### src/rtl/dfpf_cell.sv
module dfpf_cell (
  input  logic       clk,
  input  logic       clr,
  input  logic       shift,
  input  logic       cin,
  output logic       cout,
  output logic [3:0] digit
);

  logic [3:0] digit_r;
  logic [3:0] adj;

  // add-3 correction before the doubling shift
  assign adj   = (digit_r >= 4'd5) ? digit_r + 4'd3 : digit_r;
  assign cout  = adj[3];
  assign digit = digit_r;

  always_ff @(posedge clk) begin
    if (clr) begin
      digit_r <= '0;
    end else if (shift) begin
      digit_r <= {adj[2:0], cin};
    end
  end

endmodule

### config.mk
export PLATFORM = sky130hd
export DESIGN_NAME = dfpf_cell
export DESIGN_NICKNAME = d
export VERILOG_FILES = /design/src/rtl/dfpf_cell.sv
export SDC_FILE = /design/constraint.sdc
export NUM_CORES = 1
export LEC_CHECK = 0
export ABC_AREA = 1
export BUFFER_PORTS_ARGS = -buffer_cell sky130_fd_sc_hd__buf_4
export CAP_MARGIN = 20
export CORE_AREA = 2 2 39 41
export CTS_BUF_LIST = sky130_fd_sc_hd__clkbuf_4
export DETAILED_ROUTE_END_ITERATION = 7
export DIE_AREA = 0 0 41 43
export GPL_ROUTABILITY_DRIVEN = 0
export PLACE_DENSITY = 0.36
export SYNTH_ARGS = -nofsm -noshare
export SYNTH_HDL_FRONTEND = slang
export SYNTH_SLANG_ARGS = --single-unit
### constraint.sdc
create_clock -name clk -period 1.5 [get_ports clk]
set_clock_uncertainty 0.15 [all_clocks]
set_input_delay 0.15 -clock clk [delete_from_list [all_inputs] [get_ports clk]]
set_output_delay 0.15 -clock clk [all_outputs]
set_load 0.02 [all_outputs]
# Word level (Yosys, flattened, before mapping)

Cells that the tools add are included.

$lt $le $gt $ge: 1
Multiplexer cells: 1
Add/subtract/negate cells: 1

Operators by type and width:

| cell                                                                                 | count |
|---|---|
| 4-bit by 2-bit adder with 4-bit output (second input constant)                       | 1 |
| 4-bit by 3-bit greater-or-equal comparator with 1-bit output (second input constant) | 1 |
| 4-bit two-way mux                                                                    | 1 |

Register bits: 4
Input bits: 4
Output and inout bits: 5

# Logic depth before layout (Yosys ltp)

Gate-level depths: netlist of the first run.

Depth in word-level cells: 2
Depth in mapped cells: 10
Gate-level depth less buffers: 10

# Worst setup path after synthesis of the first run

No wires, ideal clock.

Kind: reg-to-output
From: register digit_r[0] (netlist: digit[0])
To: output cout
Path buffers: 0
Arrival time: 1512 ps
Stages on the path, launching flop included: 6
Data required time: 1200 ps
Slack: -312 ps
Cell sequence: dfxtp_1 > inv_1 > ha_1 > nand2_1 > nand2_2 > o31ai_1

Word-level cells in the longest chain between the ends: 2

Ends and longest elaborated chain:

| what                                                                                                                          | line | source |
|---|---|---|
| from (decl)                                                                                                                   | 10   | `logic [3:0] digit_r;` |
| from (signal assigned)                                                                                                        | 22   | `digit_r <= {adj[2:0], cin};` |
| 4-bit by 2-bit adder with 4-bit output / 4-bit by 3-bit greater-or-equal comparator with 1-bit output (equally long branches) | 14   | `assign adj = (digit_r >= 4'd5) ? digit_r + 4'd3 : digit_r;` |
| 4-bit two-way mux (*)                                                                                                         | 14   |  |
| to (decl)                                                                                                                     | 6    | `output logic cout,` |

Mark *: on every way between the ends. The rest lies on a longest branch, timed or not.

# Worst setup path in the final report of the first run

Ends and elaborated chain as after synthesis.

==> metrics.log, run 1 <==
INFO  metric status = finished, violations left
INFO  metric violations = negative setup slack
INFO  metric area_added_between_synthesis_and_finish = 70.1%
INFO  metric synth.net_count = 43
INFO  metric final.min_clock_period = roughly 1.6 ns
INFO  metric grt_pass1_wl = around 1000 µm
INFO  metric flip_flop_count_of_the_largest_register_all_copies_and_words_added = 4
INFO  metric clock_latency = 0.23 ns
INFO  metric worst_hold_path_class = in -> reg
INFO  metric rsz0062_at_grt = yes
INFO  metric layout.cells.most_common = buf_4
INFO  metric htree_num_levels = 1
INFO  metric total_switching_power = just over 0.1 mW
INFO  metric numClockSinks = 4
INFO  metric remaining_number_of_nets_flagged_by_the_antenna_check_after_routing = 0
INFO  metric num_rows = 14
INFO  metric fin_worst_hold_slack = approximately 0.055 ns
INFO  metric fin_ws = -0.0739 ns
INFO  metric yosysWarnings = 0
INFO  metric vias = about 290
INFO  metric timing.final.setup_violations = 1
INFO  metric cellPowerDensity = 853 nW/µm²
INFO  metric p_clk_share = between 30% and 40%
INFO  metric routedWlPerCell = ~9.1 µm
INFO  metric synth.mux.area_fraction = 0%
INFO  metric total_leakage_power = just over 0.2 nW
INFO  metric timing.reg2reg.worst_path_depth = 11
INFO  metric unique_masters_post_synth = 11
INFO  metric internal-power = about 0.25 mW
INFO  metric postSynthRegisterBits = 4
INFO  metric post-dp-hpwl = roughly 540 µm
INFO  metric drc_errors = 0
INFO  metric slew_violations = 0
INFO  metric sequentialPowerShare = about a third
INFO  metric grt.total_usage = 8.94%
INFO  metric tritoncts = built
INFO  metric tritoncts.num_buffers = 3
INFO  metric tightest_slew = roughly 0.35 ns
INFO  metric antenna_violations_before_repair = 0
INFO  metric drt_first_iter_violations = 0
INFO  metric clk_transition_reported_paths = about 0.03 ns
INFO  metric post_synth_instance_area = ~250 µm²
INFO  metric crit_path_end_kind = primary output
INFO  metric final.fill_count = around 160
INFO  metric die_area = approximately 1800 µm²
INFO  metric die_w = 41 µm
INFO  metric max-slew-margin-rel = 76.6%
INFO  metric drt-vias-per-instance = about 4.2
INFO  metric timing.critical_path.from_type = register
INFO  metric synthAdderAreaFrac = between 10 and 15%
INFO  metric highest_achievable_clock_rate = around 640 MHz
INFO  metric diodes = 0
INFO  metric grt_pass1_vias = 286
INFO  metric synth-xor-area-share = 0%
INFO  metric layout_common_cells = buf_4 (10), inv_1 (7), nand2_1 (5), nand3_1 (5)
INFO  metric report.final.hold_viol_count = 0
INFO  metric first_pass_drt_iterations = 1
INFO  metric arrival_time_reported_for_the_critical_path_endpoint = 1.27 ns
INFO  metric timing.final.crit_share = 105%
INFO  metric holdPathStages = 3
INFO  metric core_region_area = between 1000 and 1500 µm²
INFO  metric max-cap-violations = 0
INFO  metric net_count_reported_at_finish = 60
INFO  metric synth_cells = 37
INFO  metric grt_max_degree = 6
INFO  metric die_y = between 40 and 50 µm
INFO  metric post_route_cells_drive_above_1_share = between 40% and 50%
INFO  metric cp.required = around 1.2 ns
INFO  metric yosysSeqAreaShare = 32.5%
INFO  metric p_comb_share = 30.2%
INFO  metric boundaryPins = 9
INFO  metric critPathMaxFanout = 5
INFO  metric area_share_of_and_or_nand_nor_cells_after_synthesis = 27.4%
INFO  metric port-buffer-count = 8
INFO  metric finalWirelength = 617 µm
INFO  metric cts_root_buffer = clkbuf_4
INFO  metric net_switching_fraction_of_the_power = 28.8%
INFO  metric syn_area_per_cell = around 6.7 µm²
INFO  metric place_ws = between 0.0009 and 0.001 ns
INFO  metric overflow = 0
INFO  metric initial_utilization = between 15 and 20%
INFO  metric timing.setup.tns = -0.0739 ns
INFO  metric cts_buffer_depth = 2
INFO  metric rrSetupSlack = ~0.09 ns
INFO  metric timing_worst_setup_path_type = reg -> out
INFO  metric combinational_family_with_the_most_area_after_synthesis = simple AND/OR/NAND/NOR gates
INFO  metric synth_compound_gate_area_share = between 10% and 20%
INFO  metric maximum_ir_drop_on_the_vdd_rail = between 0.0002 and 0.0003 V
-- synthesized netlist by cell type --
cell type | instances | area, µm²
nand2_2 | 2 | 12.5
ha_1 | 2 | 25.0
a211oi_1 | 1 | 7.51
inv_1 | 9 | 33.8
nand2_1 | 6 | 22.5
o31ai_1 | 1 | 7.51
nand3_1 | 5 | 25.0
a21oi_1 | 3 | 15.0
dfxtp_1 | 4 | 80.1
nor2_1 | 2 | 7.51
o21ai_0 | 2 | 10.0
-- worst max-delay path: stages (launching register included) --
cell     delay (ns)
dfxtp_4        0.36
inv_2          0.06
ha_4           0.17
nand2_2        0.06
nand2_2        0.07
o31ai_4        0.18
buf_6          0.15
-- kinds of logic after synthesis --
family | count (synthesis)
buf+inv | 9
flops | 4
compound gates | 7
simple gates | 15
fa+ha+maj | 2
-- power groups by stage --
stage	combinational (mW)	clock, mW	sequential, mW
after floorplan	0.0454	0	0.134
after CTS	0.110	0.137	0.123
after global routing	0.120	0.141	0.124
final	0.108	0.127	0.122
after detailed placement	0.0923	0	0.124
after global placement	0.0904	0	0.125
-- final timing paths --
| kind | start | end |
|---|---|---|
| worst max register to register | digit[1] | digit[2] |
| worst min register to register | digit[3] | digit[3] |
| worst min-delay path | cin | digit[0] |
| worst max-delay path | digit[0] | cout |
-- routing by layer --
layer / part of all wire [%] / vias to the layer above / wire length [µm] / track usage, %
met5: 0 / - / 0 / 0
met4: 0 / 0 / 0 / 10.0
met3: 4.5 / 0 / 28 / 1.57
met2: 58 / 5 / 357 / 13.8
met1: 37 / 133 / 231 / 8.71
li1: - / 150 / - / -
-- stage by stage --
step / cell area [µm²] / cells / power [mW] / utilization (%)
finish: 419 / 68 / 0.358 / 30.3
global route: 419 / 68 / 0.385 / 30.3
CTS: 417 / 68 / 0.370 / 30.1
detailed placement: 350 / 62 / 0.217 / 25.3
global placement: 350 / 62 / 0.215 / 25.3
floorplan: 263 / 37 / 0.179 / -
-- layout make-up --
class                   instances  area (µm²)  share of cell area [%]
clock buffers                   3        22.5                    5.37
inverters                       9        33.8                    8.06
multi-input cells              24         161                    38.5
flip-flops and latches          4        85.1                    20.3
well taps                      16        20.0                    4.78
repair buffers                 12        96.3                    23.0
-- what timing repair did --
action                     CTS  global route
gates resized for setup      6             1
pin swaps                    1             0
gates cloned                 0             0
hold endpoints to repair     2             0
hold buffers                 1             0
buffers inserted             2             0
setup endpoints to repair    1             3
Note: power is estimated with default switching activity, not from simulation.
==> run 2: changes to the inputs <==
==> constraint.sdc (replaced) <==
create_clock -name clk -period 1.5 [get_ports clk]
set_clock_uncertainty 0.15 [all_clocks]
set_input_delay 0.075 -clock clk [delete_from_list [all_inputs] [get_ports clk]]
set_output_delay 0.075 -clock clk [all_outputs]
set_load 0.02 [all_outputs]
==> metrics.log, run 2 (synthesis gave the netlist of run 1 again) <==
INFO  metric fin_ws = -0.0168 ns
INFO  metric net_count_reported_at_finish = 65
INFO  metric core_region_area = roughly 1400 µm²
INFO  metric grt_pass1_wl = roughly 1000 µm
INFO  metric grt_max_degree = 6
INFO  metric layout.cells.most_common = buf_4
INFO  metric detailed_place.area = 355 µm²
INFO  metric total_switching_power = roughly 0.11 mW
INFO  metric place_ws = slightly above 0.04 ns
INFO  metric cpMostUsedCell = nand2_2
INFO  metric tritoncts.num_buffers = 3
INFO  metric critical_path.startpoint = digit[1]
INFO  metric critical_path.slowest_cell = dfxtp_2
INFO  metric cts_root_buffer = clkbuf_4
INFO  metric final.min_clock_period = 1.52 ns
INFO  metric timing_worst_setup_path_type = reg -> out
INFO  metric die_w = a little over 40 µm
INFO  metric tritoncts = built
INFO  metric violations = negative setup slack
INFO  metric flip_flop_count_of_the_largest_register_all_copies_and_words_added = 4
INFO  metric sequentialPowerShare = between 30% and 40%
INFO  metric initial_utilization = between 15 and 20%
INFO  metric max-slew-margin-rel = between 80% and 90%
INFO  metric total_leakage_power = between 0.2 and 0.25 nW
INFO  metric antenna_violations_before_repair = 0
INFO  metric first_pass_drt_iterations = 4
INFO  metric maximum_ir_drop_on_the_vdd_rail = about 0.00027 V
INFO  metric timing.critical_path.from_type = register
INFO  metric slew_violations = 0
INFO  metric grt.total_usage = between 8 and 9%
INFO  metric drc_errors = 0
INFO  metric cp.required = roughly 1.3 ns
INFO  metric final_area = roughly 480 µm²
INFO  metric timing.final.setup_violations = 1
INFO  metric internal-power = ~0.27 mW
INFO  metric timing.final.crit_share = 101%
INFO  metric clk_transition_reported_paths = roughly 0.040 ns
INFO  metric p_comb_share = about a third
INFO  metric boundaryPins = 9
INFO  metric max-cap-violations = 0
INFO  metric worst_hold_path_class = reg -> reg
INFO  metric routedWlPerCell = around 8.5 µm
INFO  metric highest_achievable_clock_rate = 659 MHz
INFO  metric remaining_number_of_nets_flagged_by_the_antenna_check_after_routing = 0
INFO  metric arrival_time_reported_for_the_critical_path_endpoint = roughly 1.3 ns
INFO  metric vias = between 300 and 400
INFO  metric critPathMaxFanout = 3
INFO  metric rsz0062_at_grt = yes
INFO  metric numClockSinks = 4
INFO  metric drt_first_iter_violations = 8
INFO  metric critical_path.n_buffers_inverters = 3
INFO  metric htree_num_levels = 1
INFO  metric cp_top_family = flip-flops
INFO  metric net_switching_fraction_of_the_power = between 20% and 30%
INFO  metric area_added_between_synthesis_and_finish = 94.4%
INFO  metric max_stage_delay = approximately 0.33 ns
INFO  metric final.fill_count = about 150
INFO  metric finalWirelength = 624 µm
INFO  metric crit_path_end_kind = primary output
INFO  metric post_route_cells_drive_above_1_share = between 40% and 50%
INFO  metric layout_common_cells = buf_4 (13), inv_1 (6), nand2_1 (5), nand3_1 (5)
INFO  metric post-dp-hpwl = about 460 µm
INFO  metric clock_latency = approximately 0.23 ns
INFO  metric die_area = roughly 1800 µm²
INFO  metric status = finished, violations left
INFO  metric p_clk_share = around a third
INFO  metric report.final.hold_viol_count = 0
INFO  metric port-buffer-count = 8
INFO  metric grt_pass1_vias = between 200 and 300
INFO  metric die_y = 43 µm
INFO  metric num_rows = 14
INFO  metric cts_buffer_depth = 2
INFO  metric critical_path.cell_chain = inv_4 > ha_4 > inv_2 > nand2_2 > nand2_2 > o31ai_4 > buf_6
INFO  metric overflow = 0
INFO  metric hold_path_startpoint = digit[0]
INFO  metric cellPowerDensity = 796 nW/µm²
INFO  metric drt-vias-per-instance = around 4.2
INFO  metric diodes = 0
INFO  metric reg2reg_from = digit[1]
INFO  metric tightest_slew = about 0.22 ns
[run 2: changes by cell type in the layout (fill, tap and decap cells not counted), sizes merged]
cell	previous run	this run
dlygate4sd3	1	3
buf	11	14
[run 2: layout make-up]
| cell class | count | area (µm²) | share of cell area [%] |
|---|---|---|---|
| sequential | 4 | 85.1 | 17.8 |
| timing repair buffer | 17 | 139 | 29.0 |
| multi-input combinational | 24 | 174 | 36.3 |
| clock buffer | 3 | 22.5 | 4.70 |
| tap | 16 | 20.0 | 4.18 |
| inverter | 9 | 38.8 | 8.09 |
[run 2: stage by stage]
stage,util [%],setup TNS (ns),power [mW],cells,hold slack [ns]
3_3_place_gp,25.7,0,0.219,63,0.124
6_report,34.6,-0.0168,0.382,73,0.377
2_1_floorplan,-,0,0.178,37,-0.00593
5_1_grt,34.6,-0.0816,0.406,73,0.398
3_5_place_dp,25.7,0,0.217,63,0.121
4_1_cts,32.9,0,0.376,73,0.376
[run 2: worst min-delay path: stages, from the launching register on]
cell and delay (ns):
dfxtp_4 0.36, inv_4 0.07, a211oi_1 0.06
[run 2: path summary, 6_finish.rpt]
path | end | slack [ns] | depth (start not counted)
max | cout | -0.02 | 7
min | digit[0] | 0.38 | 2
max reg2reg | digit[1] | 0.15 | 11
min reg2reg | digit[0] | 0.38 | 2
[run 2: repair_timing]
action,CTS,global route
gates resized for setup,7,8
setup endpoints to repair,1,2
setup buffers,4,0
hold endpoints to repair,4,0
pin swaps,0,4
hold buffers,3,0
[run 2: power by group through the flow]
stage	combinational, mW	sequential [mW]	clock (mW)
5_1_grt	0.136	0.127	0.144
2_1_floorplan	0.0453	0.133	0
4_1_cts	0.118	0.123	0.135
6_report	0.124	0.125	0.132
3_5_place_dp	0.0927	0.124	0
3_3_place_gp	0.0939	0.125	0
[run 2: per-layer routing]
metal  up-vias  GRT usage, %  share of wire, %
met5         -             0                 0
met4         0          6.00               3.0
met3         2          1.57              0.96
met2         4          13.1                55
met1       139          9.58                41
li1        158             -                 -
==> run 3: changes to the inputs <==
--- a/config.mk
+++ b/config.mk
@@ -5,7 +5,6 @@
 export SDC_FILE = /design/constraint.sdc
 export NUM_CORES = 1
 export LEC_CHECK = 0
-export ABC_AREA = 1
 export BUFFER_PORTS_ARGS = -buffer_cell sky130_fd_sc_hd__buf_4
 export CAP_MARGIN = 20
 export CORE_AREA = 2 2 39 41
@@ -13,7 +12,7 @@
 export DETAILED_ROUTE_END_ITERATION = 7
 export DIE_AREA = 0 0 41 43
 export GPL_ROUTABILITY_DRIVEN = 0
-export PLACE_DENSITY = 0.36
+export PLACE_DENSITY = 0.37
 export SYNTH_ARGS = -nofsm -noshare
 export SYNTH_HDL_FRONTEND = slang
 export SYNTH_SLANG_ARGS = --single-unit
==> metrics.log, run 3 <==
INFO  metric status = completed
INFO  metric largest_area_contributor_in_the_netlist = dfxtp_1
INFO  metric clk_transition_reported_paths = ~0.040 ns
INFO  metric die_w = a little over 40 µm
INFO  metric critical_path.cell_chain = inv_2 > ha_4 > nand2b_4 > buf_6 > a2111o_1 > o221ai_2
INFO  metric final.fill_count = ~150
INFO  metric slew_violations = 0
INFO  metric grt_pass1_vias = roughly 260
INFO  metric flip_flop_count_of_the_largest_register_all_copies_and_words_added = 4
INFO  metric critical_path.n_buffers_inverters = 2
INFO  metric postLayoutCoreUtil = 33.8%
INFO  metric post_route_cells_drive_above_1_share = a little over 50%
INFO  metric report.final.hold_viol_count = 0
INFO  metric final_area = 468 µm²
INFO  metric num_rows = 14
INFO  metric yosysSeqAreaShare = 30.8%
INFO  metric timing.final.setup_violations = 0
INFO  metric overflow = 0
INFO  metric edff_count_synth = 0
INFO  metric async_set_or_reset_register_ratio_after_synthesis = 0%
INFO  metric max-cap-violations = 0
INFO  metric worst_hold_path_class = reg -> reg
INFO  metric layout.cells.most_common = buf_4
INFO  metric ys_top_cells_by_count = dfxtp_1 (4), nand2_1 (4), nand2b_1 (4), o21ai_0 (3)
INFO  metric syn_area_per_cell = ~8.4 µm²
INFO  metric timing.final.crit_share = between 90 and 100%
INFO  metric synthFlopType = dfxtp_1
INFO  metric first_pass_drt_iterations = 2
INFO  metric finalWirelength = between 600 and 700 µm
INFO  metric highest_achievable_clock_rate = 672 MHz
INFO  metric timing_worst_setup_path_type = reg -> reg
INFO  metric drc_errors = 0
INFO  metric total_leakage_power = ~0.18 nW
INFO  metric vias = 281
INFO  metric maximum_ir_drop_on_the_vdd_rail = around 0.00033 V
INFO  metric clock_latency = between 0.2 and 0.25 ns
INFO  metric cts_root_buffer = clkbuf_4
INFO  metric postSynthRegisterBits = 4
INFO  metric cp_top_family = compound AO/OA/AOI/OAI gates
INFO  metric die_area = between 1500 and 2000 µm²
INFO  metric synth_cells = 31
INFO  metric unique_masters_post_synth = 15
INFO  metric die_y = roughly 43 µm
INFO  metric max-slew-margin-rel = 81.3%
INFO  metric layout_common_cells = buf_4 (10), nand2_1 (4), nand2b_1 (3), clkbuf_4 (3), dlygate4sd3_1 (3)
INFO  metric drt_first_iter_violations = 2
INFO  metric core_region_area = approximately 1400 µm²
INFO  metric grt.total_usage = 8.32%
INFO  metric drt-vias-per-instance = between 4 and 5
INFO  metric initial_utilization = 18.8%
INFO  metric max_stage_delay = roughly 0.4 ns
INFO  metric final.min_clock_period = between 1 and 1.5 ns
INFO  metric antenna_violations_before_repair = 0
INFO  metric boundaryPins = 9
INFO  metric remaining_number_of_nets_flagged_by_the_antenna_check_after_routing = 0
INFO  metric diodes = 0
INFO  metric critPathMaxFanout = 3
INFO  metric grt_max_degree = 10
INFO  metric cp.required = between 1 and 1.5 ns
INFO  metric critical_path.slowest_cell = a2111o_1
INFO  metric routedWlPerCell = about 10 µm
INFO  metric post_synth_main_area_contributors = dfxtp_1 (31%), ha_1 (9.6%), nand2b_1 (9.6%)
INFO  metric tightest_slew = around 0.28 ns
INFO  metric tritoncts.num_buffers = 3
INFO  metric synth.net_count = 37
INFO  metric synth_top_area_share = between 30% and 40%
INFO  metric net_count_reported_at_finish = 55
INFO  metric arrival_time_reported_for_the_critical_path_endpoint = roughly 1.5 ns
INFO  metric cellPowerDensity = 695 nW/µm²
INFO  metric post-dp-hpwl = slightly below 500 µm
INFO  metric post_synth_instance_area = 260 µm²
INFO  metric detailed_place.area = about 350 µm²
INFO  metric rsz0062_at_grt = yes
INFO  metric numClockSinks = 4
INFO  metric tritoncts = built
INFO  metric area_added_between_synthesis_and_finish = 79.8%
INFO  metric yosysWarnings = 0
INFO  metric crit_path_end_kind = register
INFO  metric timing.critical_path.from_type = register
INFO  metric grt_pass1_wl = approximately 1000 µm
INFO  metric cts_buffer_depth = 2
INFO  metric port-buffer-count = 8
INFO  metric htree_num_levels = 1
run 3: cell types whose count changed after synthesis, moves of 2 or more:
cell | before | now
a2111o_1 | 0 | 2
inv_1 | 9 | 2
nand2_1 | 6 | 4
nand2_2 | 2 | 0
nand2b_1 | 0 | 4
nand3_1 | 5 | 1
o221ai_1 | 0 | 2
run 3: worst register-to-register path, delay by kind of cell (launching register included):
kind	cells	cell delay [ns]
simple gates	1	0.13
fa+ha+maj	1	0.15
flops	1	0.32
buf+inv	2	0.18
compound gates	2	0.48
run 3: power breakdown:
group | total [mW] | switching, mW | leakage, nW | internal (mW)
sequential | 0.117 | 0.00665 | 0.0336 | 0.111
combinational | 0.0801 | 0.0359 | 0.130 | 0.0442
clock | 0.128 | 0.0388 | 0.0138 | 0.0891
run 3: worst paths after layout:
| path | startpoint | endpoint | slack (ns) | depth (start not counted) |
|---|---|---|---|---|
| worst min-delay path | digit[3] | digit[3] | 0.41 | 2 |
| worst min register to register | digit[3] | digit[3] | 0.41 | 2 |
| worst max register to register | digit[1] | digit[1] | 0.01 | 6 |
| worst max-delay path | digit[1] | digit[1] | 0.01 | 6 |
run 3: metrics by stage:
stage / power, mW / setup TNS [ns] / worst slack [ns] / hold slack [ns] / cells
final: 0.325 / 0 / 0.0124 / 0.408 / 63
after global routing: 0.347 / -0.0345 / -0.0211 / 0.455 / 63
after CTS: 0.324 / -0.0195 / -0.0195 / 0.401 / 63
after global placement: 0.170 / 0 / 0.0380 / 0.149 / 56
after floorplan: 0.147 / 0 / 0.00567 / -0.0100 / 31
after detailed placement: 0.171 / 0 / 0.0478 / 0.158 / 56
run 3: area by class of cell:
| type | count | area [µm²] | area share, % |
|---|---|---|---|
| repair buffers | 14 | 116 | 24.9 |
| flip-flops and latches | 4 | 85.1 | 18.2 |
| clock buffers | 3 | 22.5 | 4.81 |
| inverters | 2 | 10.0 | 2.14 |
| well taps | 16 | 20.0 | 4.28 |
| multi-input cells | 24 | 214 | 45.7 |
run 3: metal layers:
layer  GRT usage [%]  share of wire, %  up-vias
li1                -                 -      145
met1            10.6                44      129
met2            11.9                50        7
met3            1.57               6.2        0
met4            6.00                 0        0
met5               0                 0        -
run 3: timing repair:
action / in CTS / in global routing
endpoints found under the setup margin: 1 / 3
pin swaps: 1 / 2
hold buffers: 3 / 0
hold endpoints to repair: 3 / 0
gates resized for setup: 3 / 11
buffers inserted: 1 / 0
run 3: logic make-up (layout without fill, tap and decap cells):
| family | count (synthesis) | in the layout | share of synthesized area (%) |
|---|---|---|---|
| AO/OA/AOI/OAI | 9 | 9 | 25.0 |
| adder cells (fa/ha/maj) | 2 | 2 | 9.61 |
| buffers and inverters | 3 | 19 | 5.77 |
| flip-flops | 4 | 4 | 30.8 |
| multiplexers | 1 | 1 | 3.85 |
| AND/OR/NAND/NOR | 12 | 12 | 25.0 |
